File: src/hw/rtl/sorted_window_trimmed_threshold_core_macros.svh
// ----------------------------------------------------------------------------
// Assertion macros for the sorted window trimmed threshold core
// Clocked on clk, disabled while arst_n is low.
// ----------------------------------------------------------------------------
`ifndef SORTED_WINDOW_TRIMMED_THRESHOLD_CORE_MACROS_SVH
`define SORTED_WINDOW_TRIMMED_THRESHOLD_CORE_MACROS_SVH

// same-cycle implication
`define SWTT_ASSERT_IMP(lbl, ante, cons, msg) \
	lbl: assert property (@(posedge clk) disable iff (!arst_n) (ante) |-> (cons)) \
		else $error(msg);

// next-cycle implication
`define SWTT_ASSERT_NXT(lbl, ante, cons, msg) \
	lbl: assert property (@(posedge clk) disable iff (!arst_n) (ante) |=> (cons)) \
		else $error(msg);

`endif

File: src/hw/rtl/swtt_pkg.sv
// ----------------------------------------------------------------------------
// swtt_pkg
// Shared types and constants of the sorted window trimmed threshold core.
// ----------------------------------------------------------------------------
package swtt_pkg;

	localparam int CAPACITY   = 1024;
	localparam int VALUE_BITS = 20;
	localparam int ADDR_W     = $clog2(CAPACITY);
	localparam int CNT_W      = $clog2(CAPACITY + 1);
	localparam int IN_W       = 21;
	localparam int MODE_W     = 2;
	localparam int K_W        = 4;
	localparam int SUM_W      = 30;
	localparam int SQ_W       = 50;
	localparam int SQ_LO_W    = 25;
	localparam int SQ_HI_W    = SQ_W - SQ_LO_W;
	localparam int MSQ_W      = CNT_W + SQ_W;
	localparam int LM_W       = IN_W - 1 + ADDR_W;
	localparam int VM_W       = IN_W + CNT_W + 1;
	localparam int L_W        = VM_W + 1;
	localparam int DVD_W      = MSQ_W;
	localparam int DVS_W      = 2 * (K_W + CNT_W);
	localparam int RECIP_W    = 16;
	localparam int RECIP_SH   = 19;
	localparam int PR_W       = CNT_W + 4 + RECIP_W;
	localparam int VAL_MAX    = 2 ** VALUE_BITS - 1;

	localparam logic [RECIP_W-1:0] RECIP_TEN = 16'd52429;
	localparam logic [K_W-1:0]     K_RESET   = 4'd5;
	localparam logic [MODE_W-1:0]  MODE_INSERT = 2'd0;

	typedef enum logic [2:0] {
		RES_OK,
		RES_NOT_FOUND,
		RES_FULL,
		RES_MASKED,
		RES_FEW
	} res_code_t;

	typedef enum logic [3:0] {
		ST_IDLE,
		ST_INS_SCAN,
		ST_INS_LAST,
		ST_DEL_SCAN,
		ST_QRY_SCAN,
		ST_MUL1,
		ST_MUL2,
		ST_MUL3,
		ST_MUL4,
		ST_DIV1_GO,
		ST_DIV1_WAIT,
		ST_DIV2_GO,
		ST_DIV2_WAIT,
		ST_DONE
	} state_t;

	typedef struct packed {
		logic      accept;
		logic      ins_scan;
		logic      ins_last;
		logic      del_scan;
		logic      qry_scan;
		logic      mul1;
		logic      mul2;
		logic      mul3;
		logic      mul4;
		logic      div1_go;
		logic      div2_go;
		logic      div1_cap;
		logic      div2_cap;
		logic      spot_one;
		logic      res_set;
		res_code_t res_code;
		logic      out_load;
	} cmd_t;

	typedef struct packed {
		logic in_query;
		logic in_masked;
		logic in_insert;
		logic full;
		logic empty;
		logic ins_stop;
		logic del_end;
		logic del_found;
		logic qry_few;
		logic qry_done;
		logic div_busy;
		logic div_done;
		logic l_pos;
		logic cc_zero;
		logic out_busy;
	} sts_t;

endpackage

File: src/hw/rtl/swtt_ctrl.sv
// ----------------------------------------------------------------------------
// swtt_ctrl
// Sequencer for insert, delete and query operations.
// ----------------------------------------------------------------------------
module swtt_ctrl (
	input  logic           clk,
	input  logic           arst_n,
	input  logic           in_valid,
	output logic           in_stall,
	input  swtt_pkg::sts_t sts,
	output swtt_pkg::cmd_t cmd
);

	swtt_pkg::state_t state_q;
	swtt_pkg::state_t state_d;

	always_ff @(posedge clk or negedge arst_n) begin
		if (!arst_n) begin
			state_q <= swtt_pkg::ST_IDLE;
		end else begin
			state_q <= state_d;
		end
	end

	always_comb begin
		state_d = state_q;
		case (state_q)
			swtt_pkg::ST_IDLE: begin
				if (in_valid) begin
					if (sts.in_query) begin
						state_d = swtt_pkg::ST_QRY_SCAN;
					end else if (sts.in_masked) begin
						state_d = swtt_pkg::ST_DONE;
					end else if (sts.in_insert) begin
						if (sts.full) begin
							state_d = swtt_pkg::ST_DONE;
						end else if (sts.empty) begin
							state_d = swtt_pkg::ST_INS_LAST;
						end else begin
							state_d = swtt_pkg::ST_INS_SCAN;
						end
					end else if (sts.empty) begin
						state_d = swtt_pkg::ST_DONE;
					end else begin
						state_d = swtt_pkg::ST_DEL_SCAN;
					end
				end
			end
			swtt_pkg::ST_INS_SCAN: begin
				if (sts.ins_stop) begin
					state_d = swtt_pkg::ST_INS_LAST;
				end
			end
			swtt_pkg::ST_INS_LAST: state_d = swtt_pkg::ST_DONE;
			swtt_pkg::ST_DEL_SCAN: begin
				if (sts.del_end) begin
					state_d = swtt_pkg::ST_DONE;
				end
			end
			swtt_pkg::ST_QRY_SCAN: begin
				if (sts.qry_few) begin
					state_d = swtt_pkg::ST_DONE;
				end else if (sts.qry_done) begin
					state_d = swtt_pkg::ST_MUL1;
				end
			end
			swtt_pkg::ST_MUL1:    state_d = swtt_pkg::ST_MUL2;
			swtt_pkg::ST_MUL2:    state_d = swtt_pkg::ST_MUL3;
			swtt_pkg::ST_MUL3:    state_d = swtt_pkg::ST_MUL4;
			swtt_pkg::ST_MUL4:    state_d = swtt_pkg::ST_DIV1_GO;
			swtt_pkg::ST_DIV1_GO: state_d = swtt_pkg::ST_DIV1_WAIT;
			swtt_pkg::ST_DIV1_WAIT: begin
				if (sts.div_done) begin
					if (sts.l_pos && !sts.cc_zero) begin
						state_d = swtt_pkg::ST_DIV2_GO;
					end else begin
						state_d = swtt_pkg::ST_DONE;
					end
				end
			end
			swtt_pkg::ST_DIV2_GO: state_d = swtt_pkg::ST_DIV2_WAIT;
			swtt_pkg::ST_DIV2_WAIT: begin
				if (sts.div_done) begin
					state_d = swtt_pkg::ST_DONE;
				end
			end
			swtt_pkg::ST_DONE: begin
				if (!sts.out_busy) begin
					state_d = swtt_pkg::ST_IDLE;
				end
			end
			default: state_d = swtt_pkg::ST_IDLE;
		endcase
	end

	always_comb begin
		cmd          = '0;
		cmd.res_code = swtt_pkg::RES_OK;
		in_stall     = state_q != swtt_pkg::ST_IDLE;
		case (state_q)
			swtt_pkg::ST_IDLE: begin
				cmd.accept = in_valid;
				if (in_valid && !sts.in_query) begin
					if (sts.in_masked) begin
						cmd.res_set  = 1'b1;
						cmd.res_code = swtt_pkg::RES_MASKED;
					end else if (sts.in_insert && sts.full) begin
						cmd.res_set  = 1'b1;
						cmd.res_code = swtt_pkg::RES_FULL;
					end else if (!sts.in_insert && sts.empty) begin
						cmd.res_set  = 1'b1;
						cmd.res_code = swtt_pkg::RES_NOT_FOUND;
					end
				end
			end
			swtt_pkg::ST_INS_SCAN: cmd.ins_scan = 1'b1;
			swtt_pkg::ST_INS_LAST: begin
				cmd.ins_last = 1'b1;
				cmd.res_set  = 1'b1;
			end
			swtt_pkg::ST_DEL_SCAN: begin
				cmd.del_scan = 1'b1;
				if (sts.del_end) begin
					cmd.res_set  = 1'b1;
					cmd.res_code = sts.del_found ? swtt_pkg::RES_OK : swtt_pkg::RES_NOT_FOUND;
				end
			end
			swtt_pkg::ST_QRY_SCAN: begin
				cmd.qry_scan = 1'b1;
				if (sts.qry_few) begin
					cmd.res_set  = 1'b1;
					cmd.res_code = swtt_pkg::RES_FEW;
				end
			end
			swtt_pkg::ST_MUL1:    cmd.mul1 = 1'b1;
			swtt_pkg::ST_MUL2:    cmd.mul2 = 1'b1;
			swtt_pkg::ST_MUL3:    cmd.mul3 = 1'b1;
			swtt_pkg::ST_MUL4:    cmd.mul4 = 1'b1;
			swtt_pkg::ST_DIV1_GO: cmd.div1_go = 1'b1;
			swtt_pkg::ST_DIV1_WAIT: begin
				if (sts.div_done) begin
					cmd.div1_cap = 1'b1;
					cmd.res_set  = 1'b1;
					cmd.spot_one = sts.l_pos && sts.cc_zero;
				end
			end
			swtt_pkg::ST_DIV2_GO: cmd.div2_go = 1'b1;
			swtt_pkg::ST_DIV2_WAIT: cmd.div2_cap = sts.div_done;
			swtt_pkg::ST_DONE:    cmd.out_load = !sts.out_busy;
			default: ;
		endcase
	end

endmodule

File: config.mk
export PLATFORM = sky130hd
export DESIGN_NAME = swtt_ctrl
export DESIGN_NICKNAME = d
export VERILOG_FILES = /design/src/hw/rtl/sorted_window_trimmed_threshold_core_macros.svh /design/src/hw/rtl/swtt_pkg.sv /design/src/hw/rtl/swtt_ctrl.sv
export SDC_FILE = /design/constraint.sdc
export NUM_CORES = 1
export LEC_CHECK = 0
export BUFFER_PORTS_ARGS = -buffer_cell sky130_fd_sc_hd__buf_2
export CAP_MARGIN = 20
export CORE_MARGIN = 3
export CORE_UTILIZATION = 43
export DETAILED_ROUTE_END_ITERATION = 8
export HOLD_SLACK_MARGIN = 0.1
export PLACE_DENSITY = 0.88
export SLEW_MARGIN = 15
export SYNTH_ARGS = -nofsm -noshare
export SYNTH_HDL_FRONTEND = slang
export SYNTH_SLANG_ARGS = --single-unit
File: constraint.sdc
create_clock -name clk -period 2.4 [get_ports clk]
set_clock_uncertainty 0.15 [all_clocks]
set_input_delay 0.24 -clock clk [delete_from_list [all_inputs] [get_ports clk]]
set_output_delay 0.24 -clock clk [all_outputs]
set_load 0.02 [all_outputs]
Word-level counts from Yosys, hierarchy flattened
Cells that the tools add are included.
- muxes and demuxes: 42
- equal/unequal tests: 20
- reductions and logical operators: 12
- operators with widths (operator ; count):
    2-to-1 mux 4 bit ; 19
    case mux 4 bit (14 select lines) ; 1
    == test 4 bit, second input constant ; 6
    2-to-1 mux 1 bit ; 17
    == test 4 x 3 -> 1 bit, second input constant ; 4
    != test 2 bit, second input constant ; 6
    case mux 3 bit (3 select lines) ; 1
    == test 4 x 2 -> 1 bit, second input constant ; 2
    AND reduction 7 bit ; 1
    logical AND 1 bit ; 5
    case mux 1 bit (5 select lines) ; 1
    == test 4 x 1 -> 1 bit, second input constant ; 1
    zero test 1 bit ; 4
    zero test 4 bit ; 1
    2-to-1 mux 2 bit ; 2
    nonzero test 4 bit ; 1
    2-to-1 mux 3 bit ; 1
    != test 3 bit, second input constant ; 1
- bits in registers: 4
- input bits: 18
- logic and storage cells: 75
- output and inout port bits: 20

Longest topological paths before layout
Gate-level depths: netlist (run 1).
- depth in word-level cells: 7
- depth in mapped cells: 6
- mapped depth without buffers: 4

Worst setup path before layout (run 1)
Ideal clock, no wire load.
- path type: reg-to-output
- start point: reg state_q[0]
- end point: out cmd[1] in the netlist's numbering
- cell stages (with the launch flop): 5
- data arrival time: 1901 ps
- data required time: 2010 ps
- slack: 109 ps
- path buffers: 0
- cells stage by stage: dfrtp_1 or4_1 nor2_1 nand2_1 o21ai_0
- RTL lines (element ; RTL line ; text):
    from (decl) ; swtt_ctrl.sv:14 ; swtt_pkg::state_t state_q;
    from (signal assigned) ; swtt_ctrl.sv:19 ; state_q <= swtt_pkg::ST_IDLE;
    from (signal assigned) ; swtt_ctrl.sv:21 ; state_q <= state_d;
    to (decl) ; swtt_ctrl.sv:11 ; output swtt_pkg::cmd_t cmd

==> flow_metrics.env, run 1 <==
export IMPL_status="completed"
export IMPL_cts_htree_levels=1
export IMPL_synthTopCellsByArea="dfrtp_1, nor2_1, nand2b_1"
export IMPL_slowest_stage="or4_1"
export IMPL_gp_congestion=0.882
export IMPL_slew_violations=0
export IMPL_p_leak_uw=0.000443
export IMPL_final_common_cell="buf_2"
export IMPL_grt_max_degree=16
export IMPL_finalCritPeriodShare_pct=96.2
export IMPL_vias_per_cell=5.74
export IMPL_cpLargestDelayFamily="simple AND/OR/NAND/NOR gates"
export IMPL_antenna_found_initial=0
export IMPL_rsz0062_at_grt="no"
export IMPL_first_pass_iters=4
export IMPL_wl_mm=2.05
export IMPL_fmax_mhz=433
export IMPL_core_area_sq_um=1370
export IMPL_worst_r2r_path_depth=4
export IMPL_largest_reg_flops=4
export IMPL_die_height_microns=45.2
export IMPL_critPathLaunchType="flop"
export IMPL_num_vias=827
export IMPL_setup_violations=0
export IMPL_clk_pin_slew_ns=0.04
export IMPL_required_ns=2.01
export IMPL_finalHoldViolCount=0
export IMPL_syn_inst=91
export IMPL_cts_made_buffers=3
export IMPL_fin_crit_ns=2.31
export IMPL_first_iter_violations=22
export IMPL_grt_pass1_wl_mm=3.44
export IMPL_die_area_sq_um=2050
export IMPL_cts_sinks=4
export IMPL_track_usage_pct=23.1
export IMPL_min_path_type="in -> async"
export IMPL_port_buffer_count=36
export IMPL_dpl_cell_area_sq_um=852
export IMPL_std_cell_rows=13
export IMPL_synth_seq_area_share_pct=15.1
export IMPL_pin_count=38
export IMPL_fin_area_sq_um=890
export IMPL_ys_warn_count=0
export IMPL_wire_per_inst_microns=14.3
export IMPL_path_buf_inv=1
export IMPL_crit_type="reg -> out"
export IMPL_cts_tree="yes"
export IMPL_grt_overflow=0
export IMPL_syn_avg_cell_area_sq_um=7.27
export IMPL_final_setup_tns_ns=0
export IMPL_total_power_uw=1030
export IMPL_max_slew_margin_rel_pct=70.4
export IMPL_synth_largest_area_cell="dfrtp_1"
export IMPL_grt_pass1_vias=752
export IMPL_r2r_start="state_q[2]"
export IMPL_crit_path_end_kind="primary output"
export IMPL_diodes=0
export IMPL_nets=149
export IMPL_root_buffer="clkbuf_4"
export IMPL_fin_util_pct=65.1
export IMPL_cts_buffer_depth=2
export IMPL_drc=0
export IMPL_drtAntennaViolNets=0
export IMPL_die_x_microns=45.2
export IMPL_r2r_setup_slack_ns=0.35
export IMPL_synth_area_sq_um=662
export IMPL_synth_nets=109
export IMPL_powerDensity_nw_per_um2=1160
export IMPL_final_cells=144
export IMPL_cp_arrival_ns=1.92
export IMPL_vdd_ir_drop_max_mv=0.712
export IMPL_synth_seq_cells=4
export IMPL_synth_cell_types=39
export IMPL_cap_violations=0
export IMPL_drive_above_1_share_pct=39.5
export IMPL_dp_cells=140
export IMPL_yosysTopAreaCellShare_pct=15.1
export IMPL_start_util_pct=48.4
export IMPL_slowest_delay_ns=0.61
export IMPL_syn_to_final_growth_pct=34.4
export IMPL_final_cell_mix="buf_2, nor2_1, nand2_1"
export IMPL_worstPathMaxFanout=12
export IMPL_reg_top3="state_q (4)"
export IMPL_tightest_slew_ns=0.433
export IMPL_insertion_delay_ns=0.24
export IMPL_largest_register="state_q"
export IMPL_dp_hpwl_mm=1.55
export IMPL_worstReg2RegEnd="state_q[3]"
export IMPL_crit_chain="or4_1 > nor2_2 > nand2_1 > o21ai_0 > buf_2"
## per-layer routing
metal	GRT usage [%]	vias up	wire length (microns)
met4	13.5	0	36
met5	0	-	0
met1	30.6	360	850
li1	-	417	-
met3	2.79	5	161
met2	35.6	45	1010
## Yosys cell counts
cell / instances
clkbuf_1: 3
or2_2: 2
mux2i_1: 2
o21ai_0: 3
nor4bb_1: 1
nor2_1: 15
and2_1: 1
nor4b_2: 1
o31a_1: 1
a2bb2oi_1: 1
o311a_1: 1
a211oi_1: 1
mux2_4: 1
buf_2: 1
nand2_1: 7
a211o_1: 2
nand3b_1: 1
nor4b_1: 1
o311ai_0: 1
nand4b_1: 1
buf_6: 2
or2_1: 1
and3b_1: 1
o22ai_1: 2
nand3_1: 2
a21oi_1: 4
a2111oi_0: 2
and3_1: 1
o311a_4: 1
inv_1: 6
o31ai_1: 1
a32oi_4: 1
nand2b_1: 5
dfrtp_1: 4
nor3_1: 4
nor2b_1: 2
a31oi_1: 1
or4_1: 3
o211ai_1: 1
## final cells by class
| class | count | area, sq um |
|---|---|---|
| multi-input combinational | 75 | 505 |
| timing repair buffer | 41 | 220 |
| inverter | 6 | 22.5 |
| clock buffer | 3 | 22.5 |
| sequential | 4 | 100 |
| tap | 15 | 18.8 |
| fill | 121 | 477 |
## through the flow
step                worst slack, ns  hold slack [ns]
finish                       0.0900            0.199
global route                0.00343            0.228
CTS                          0.0573            0.192
detailed placement            0.319          -0.0974
global placement              0.355           -0.108
floorplan                     0.109           -0.206
## cell families after synthesis
logic type	Yosys count	share of synthesized area, %
and+or+nand+nor	49	40.6
AOI/OAI and AO/OA	23	29.7
buffers and inverters	12	9.26
DFF	4	15.1
muxes	3	5.29
## worst reg2reg max path: stages, from the launching register on
cell	delay, ns
dfrtp_1	0.52
or4_1	0.54
o311a_4	0.15
a32oi_4	0.24
mux2_4	0.33
## how the worst max path moves through the flow
stage	from	endpoint	slack, ns	depth (start not counted)
floorplan	state_q[0]	cmd[1]	0.11	4
global placement	state_q[3]	cmd[1]	0.35	5
detailed placement	state_q[2]	state_q[3]	0.32	4
CTS	state_q[3]	cmd[1]	0.06	5
global route	state_q[3]	cmd[1]	0.003	5
finish	state_q[3]	cmd[1]	0.09	5
## power breakdown
| group | total (uW) | switching, uW | internal [uW] |
|---|---|---|---|
| logic | 766 | 431 | 335 |
| clock network | 86.5 | 30.4 | 56.1 |
| registers | 176 | 74.4 | 102 |
## timing repair
action	4_1_cts	5_1_grt
gates resized for setup	0	2
setup buffers	0	0
endpoints found under the setup margin	0	2
hold buffers	1	0
endpoints found under the hold margin	4	0
Note: power is estimated with default switching activity, not from simulation.
==> inputs of run 2 (changes only) <==
==> constraint.sdc (replaced) <==
create_clock -name clk -period 2.4 [get_ports clk]
set_clock_uncertainty 0.15 [all_clocks]
set_input_delay 0.36 -clock clk [delete_from_list [all_inputs] [get_ports clk]]
set_output_delay 0.36 -clock clk [all_outputs]
set_load 0.02 [all_outputs]
==> run 2 against run 1 <==
Effect of this change: power rose by 4.3%; core utilization increased by 0.92 points; hold slack improved by 0.11 ns; non-clock buffer count is 1 higher; first-iteration DRC count grew 110%; critical endpoint unchanged; largest cell class unchanged; fmax is 1.3% higher; setup slack improved by 0.030 ns; register-to-register slack improved by 0.03 ns; global-route usage up 0.85 points.
==> flow_metrics.env, run 2 (synthesized netlist as in run 1, its figures left out) <==
export IMPL_status="completed"
export IMPL_tightest_slew_ns=0.365
export IMPL_insertion_delay_ns=0.24
export IMPL_cap_violations=0
export IMPL_die_height_microns=45.2
export IMPL_max_slew_margin_rel_pct=75.1
export IMPL_setup_violations=0
export IMPL_p_leak_uw=0.000449
export IMPL_fillers=128
export IMPL_cts_tree="yes"
export IMPL_cts_buffer_depth=2
export IMPL_finalCritPeriodShare_pct=95.0
export IMPL_drc=0
export IMPL_first_iter_violations=47
export IMPL_grt_max_degree=16
export IMPL_start_util_pct=48.4
export IMPL_min_path_type="in -> async"
export IMPL_num_vias=927
export IMPL_wl_mm=2.35
export IMPL_r2r_setup_slack_ns=0.38
export IMPL_fmax_mhz=439
export IMPL_pin_count=38
export IMPL_sw_frac_of_total_pct=52.5
export IMPL_p_sw_uw=563
export IMPL_grt_pass1_wl_mm=3.58
export IMPL_die_x_microns=45.2
export IMPL_worstPathMaxFanout=4
export IMPL_vias_per_cell=6.39
export IMPL_grt_overflow=0
export IMPL_worst_r2r_path_depth=4
export IMPL_crit_type="reg -> out"
export IMPL_cp_arrival_ns=1.77
export IMPL_rsz0062_at_grt="no"
export IMPL_required_ns=1.89
export IMPL_final_cell_mix="buf_2, nor2_1, nand2_1"
export IMPL_slew_violations=0
export IMPL_fin_crit_ns=2.28
export IMPL_grt_pass1_vias=813
export IMPL_std_cell_rows=13
export IMPL_drive_above_1_share_pct=41.5
export IMPL_vdd_ir_drop_max_mv=0.721
export IMPL_cts_sinks=4
export IMPL_core_area_sq_um=1370
export IMPL_nets=150
export IMPL_root_buffer="clkbuf_4"
export IMPL_cp_startpoint="state_q[1]"
export IMPL_first_pass_iters=4
export IMPL_power_internal_uw=509
export IMPL_p_seq_share_pct=14.8
export IMPL_cts_made_buffers=3
export IMPL_final_common_cell="buf_2"
export IMPL_final_setup_tns_ns=0
export IMPL_diodes=0
export IMPL_clk_pin_slew_ns=0.04
export IMPL_track_usage_pct=24.0
export IMPL_dp_hpwl_mm=1.76
export IMPL_p_comb_share_pct=76.9
export IMPL_worstReg2RegEnd="state_q[3]"
export IMPL_drtAntennaViolNets=0
export IMPL_cts_htree_levels=1
export IMPL_wire_per_inst_microns=16.2
export IMPL_gp_congestion=0.878
export IMPL_r2r_start="state_q[2]"
export IMPL_syn_to_final_growth_pct=36.3
export IMPL_finalHoldViolCount=0
export IMPL_port_buffer_count=36
export IMPL_post_cts_setup_buffer_count=0
export IMPL_die_area_sq_um=2050
export IMPL_largest_reg_flops=4
export IMPL_largest_register="state_q"
export IMPL_reg_top3="state_q (4)"
export IMPL_critPathLaunchType="flop"
export IMPL_hold_slack_ns=0.304
export IMPL_crit_path_end_kind="primary output"
export IMPL_antenna_found_initial=0
export IMPL_powerDensity_nw_per_um2=1190
export IMPL_worstSetupEndpoint="cmd[1]"
export IMPL_pwr_share_clk_pct=8.2
-- run 2: cell count changes in the layout (fill, tap and decap cells not counted), sizes merged --
cell / before / now
buf: 40 / 41
-- run 2: what timing repair did --
action	in CTS	in global routing
endpoints found under the hold margin	4	0
resized for setup	1	3
endpoints found under the setup margin	1	3
hold buffers	1	0
-- run 2: worst max-delay path, stage by stage, from the launching register on --
cell     delay [ns]
dfrtp_1        0.40
or4_4          0.59
nor2_2         0.16
nand2_1        0.09
o21ai_1        0.13
buf_2          0.17
-- run 2: layout make-up --
class / count / area [sq um] / area share (%)
Tap cell: 15 / 18.8 / 2.08
Inverter: 6 / 22.5 / 2.50
Clock buffer: 3 / 22.5 / 2.50
Sequential cell: 4 / 101 / 11.2
Timing Repair Buffer: 42 / 228 / 25.2
Multi-Input combinational cell: 75 / 509 / 56.4
-- run 2: power by group through the flow --
stage,logic [uW],clock network (uW),registers [uW]
2_1_floorplan,610,0,135
3_3_place_gp,766,0,147
3_5_place_dp,790,0,150
4_1_cts,798,86.8,151
5_1_grt,883,98.2,167
6_report,825,88.5,159
-- run 2: worst min-delay path by stage --
| stage | slack, ns | depth (start not counted) | to |
|---|---|---|---|
| 2_1_floorplan | -0.09 | 0 | state_q[0] |
| 3_3_place_gp | 0.01 | 1 | state_q[3] |
| 3_5_place_dp | 0.02 | 1 | state_q[2] |
| 4_1_cts | 0.33 | 2 | state_q[0] |
| 5_1_grt | 0.30 | 2 | state_q[0] |
| 6_report | 0.30 | 2 | state_q[0] |
-- run 2: routing by layer --
layer	GRT usage (%)	wire length, microns	up-vias
met4	12.3	70	0
li1	-	-	416
met1	27.2	862	432
met5	0	0	-
met3	2.79	239	11
met2	43.2	1180	68
-- run 2: through the flow --
step / total power [uW] / area (sq um) / util, % / cells / worst slack (ns)
5_1_grt: 1150 / 902 / 66.0 / 145 / 0.0250
6_report: 1070 / 902 / 66.0 / 145 / 0.120
3_3_place_gp: 913 / 860 / 62.9 / 141 / 0.276
4_1_cts: 1040 / 893 / 65.4 / 145 / 0.0119
3_5_place_dp: 940 / 860 / 62.9 / 141 / 0.230
2_1_floorplan: 744 / 662 / - / 91 / 0.143
==> inputs of run 3 (changes only) <==
--- a/config.mk
+++ b/config.mk
@@ -8,5 +8,5 @@
 export BUFFER_PORTS_ARGS = -buffer_cell sky130_fd_sc_hd__buf_2
 export CAP_MARGIN = 20
-export CORE_MARGIN = 3
+export CORE_MARGIN = 5
 export CORE_UTILIZATION = 43
 export DETAILED_ROUTE_END_ITERATION = 8
--- a/constraint.sdc
+++ b/constraint.sdc
@@ -3,3 +3,3 @@
 set_input_delay 0.36 -clock clk [delete_from_list [all_inputs] [get_ports clk]]
 set_output_delay 0.36 -clock clk [all_outputs]
-set_load 0.02 [all_outputs]
+set_load 0.1 [all_outputs]
==> run 3 against run 2 <==
Effect of this change: non-clock buffer count is 3 higher; die area is 18% higher; wire length is 6.7% higher; clock-buffer cell count is 1 higher; fmax is 3.5% lower; clock power is 19% higher; hold slack better by 0.027 ns; critical endpoint unchanged; highest routed layer unchanged; register-to-register slack worse by 0.08 ns; core utilization is 14 points higher.
==> flow_metrics.env, run 3 (synthesized netlist as in run 1, its figures left out) <==
export IMPL_fin_util_pct=80.1
export IMPL_first_iter_violations=28
export IMPL_start_util_pct=44.5
export IMPL_root_buffer="clkbuf_4"
export IMPL_die_x_microns=49.2
export IMPL_die_area_sq_um=2420
export IMPL_wl_mm=2.51
export IMPL_pin_count=38
export IMPL_tightest_slew_ns=0.518
export IMPL_r2r_setup_slack_ns=0.30
export IMPL_grt_pass1_vias=877
export IMPL_core_area_sq_um=1490
export IMPL_crit_path_end_kind="primary output"
export IMPL_finalCritPeriodShare_pct=98.4
export IMPL_critPathLaunchType="flop"
export IMPL_crit_type="reg -> out"
export IMPL_powerDensity_nw_per_um2=1450
export IMPL_grt_overflow=0
export IMPL_wire_per_inst_microns=16.7
export IMPL_hold_slack_ns=0.331
export IMPL_finalHoldViolCount=0
export IMPL_cts_made_buffers=3
export IMPL_cts_tree="yes"
export IMPL_syn_to_final_growth_pct=80.2
export IMPL_worst_slack_ns=0.0378
export IMPL_track_usage_pct=21.0
export IMPL_fmax_mhz=423
export IMPL_setup_violations=0
export IMPL_antenna_found_initial=0
export IMPL_status="completed"
export IMPL_final_cells=150
export IMPL_nets=153
export IMPL_diodes=0
export IMPL_grt_pass1_wl_mm=4.02
export IMPL_clk_pin_slew_ns=0.05
export IMPL_std_cell_rows=14
export IMPL_cap_violations=0
export IMPL_final_common_cell="buf_2"
export IMPL_largest_reg_flops=4
export IMPL_cts_buffer_depth=2
export IMPL_drc=0
export IMPL_cts_sinks=4
export IMPL_insertion_delay_ns=0.26
export IMPL_die_height_microns=49.2
export IMPL_cp_arrival_ns=1.85
export IMPL_port_buffer_count=36
export IMPL_gp_congestion=0.828
export IMPL_worstPathMaxFanout=4
export IMPL_worst_r2r_path_depth=5
export IMPL_dp_hpwl_mm=1.82
export IMPL_required_ns=1.89
export IMPL_reg_top3="state_q (4)"
export IMPL_cts_htree_levels=1
export IMPL_max_slew_margin_rel_pct=64.6
export IMPL_vdd_ir_drop_max_mv=1.01
export IMPL_r2r_start="state_q[2]"
export IMPL_p_leak_uw=0.000516
export IMPL_dp_cells=142
export IMPL_worstReg2RegEnd="state_q[3]"
export IMPL_fin_crit_ns=2.36
export IMPL_largest_register="state_q"
export IMPL_grt_max_degree=16
export IMPL_fin_area_sq_um=1190
export IMPL_drive_above_1_share_pct=59.7
export IMPL_num_vias=918
export IMPL_vias_per_cell=6.12
export IMPL_final_cell_mix="buf_2, nor2_2, buf_12"
export IMPL_drtAntennaViolNets=0
export IMPL_min_path_type="in -> async"
export IMPL_rsz0062_at_grt="no"
export IMPL_first_pass_iters=5
export IMPL_slew_violations=0
export IMPL_dpl_cell_area_sq_um=1120
export IMPL_preCtsSetupSlack_ns=0.225
run 3: changes by cell type in the layout (fill, tap and decap cells not counted), moves of 2 or more:
cell     delta
nor2_1     -10
buf_12      +7
buf_2       -7
nor2_2      +7
nand2_1     -3
nor2_4      +3
nor3_1      -3
dfrtp_1     -2
dfrtp_2     +2
nor3_4      +2
nor4b_4     +2
run 3: what timing repair did:
action | in CTS | in global routing
hold buffers | 1 | 0
setup buffers | 0 | 3
endpoints found under the setup margin | 2 | 2
pin swaps | 0 | 1
resized for setup | 1 | 3
endpoints found under the hold margin | 4 | 0
run 3: power breakdown:
part	switching, uW	total [uW]	internal [uW]
clock	41.7	105	63.3
combinational	983	1460	475
sequential	59.7	167	107
run 3: worst max-delay path, stage by stage, from the launching register on:
cell	delay [ns]
dfrtp_1	0.41
or4_4	0.59
nor2_4	0.14
nand2_2	0.11
o21ai_4	0.15
buf_12	0.19
run 3: worst max path at each step:
stage,start,to,slack [ns],cells after the start
finish,state_q[1],cmd[1],0.04,5
global route,state_q[1],cmd[1],0.004,5
CTS,state_q[2],cmd[4],0.01,5
detailed placement,state_q[3],state_q[3],0.22,6
global placement,state_q[3],cmd[4],0.24,5
floorplan,state_q[3],cmd[4],-0.54,5
run 3: final cells by class:
| class | count | area, sq um |
|---|---|---|
| flip-flops and latches | 4 | 104 |
| well taps | 16 | 20.0 |
| multi-input cells | 75 | 663 |
| fillers | 92 | 297 |
| repair buffers | 45 | 357 |
| clock buffers | 4 | 26.3 |
| inverters | 6 | 22.5 |
run 3: stage by stage:
stage | total power [uW] | TNS, ns
after floorplan | 1300 | -2.26
after global placement | 1530 | 0
after detailed placement | 1560 | 0
after CTS | 1670 | 0
after global routing | 1810 | 0
final | 1730 | 0
run 3: routing by layer:
layer	part of all wire, %	vias up	track usage (%)
met1	40	416	25.4
met4	4.3	0	16.1
li1	-	425	-
met3	7.8	15	3.06
met5	0	-	0
met2	47	62	32.6
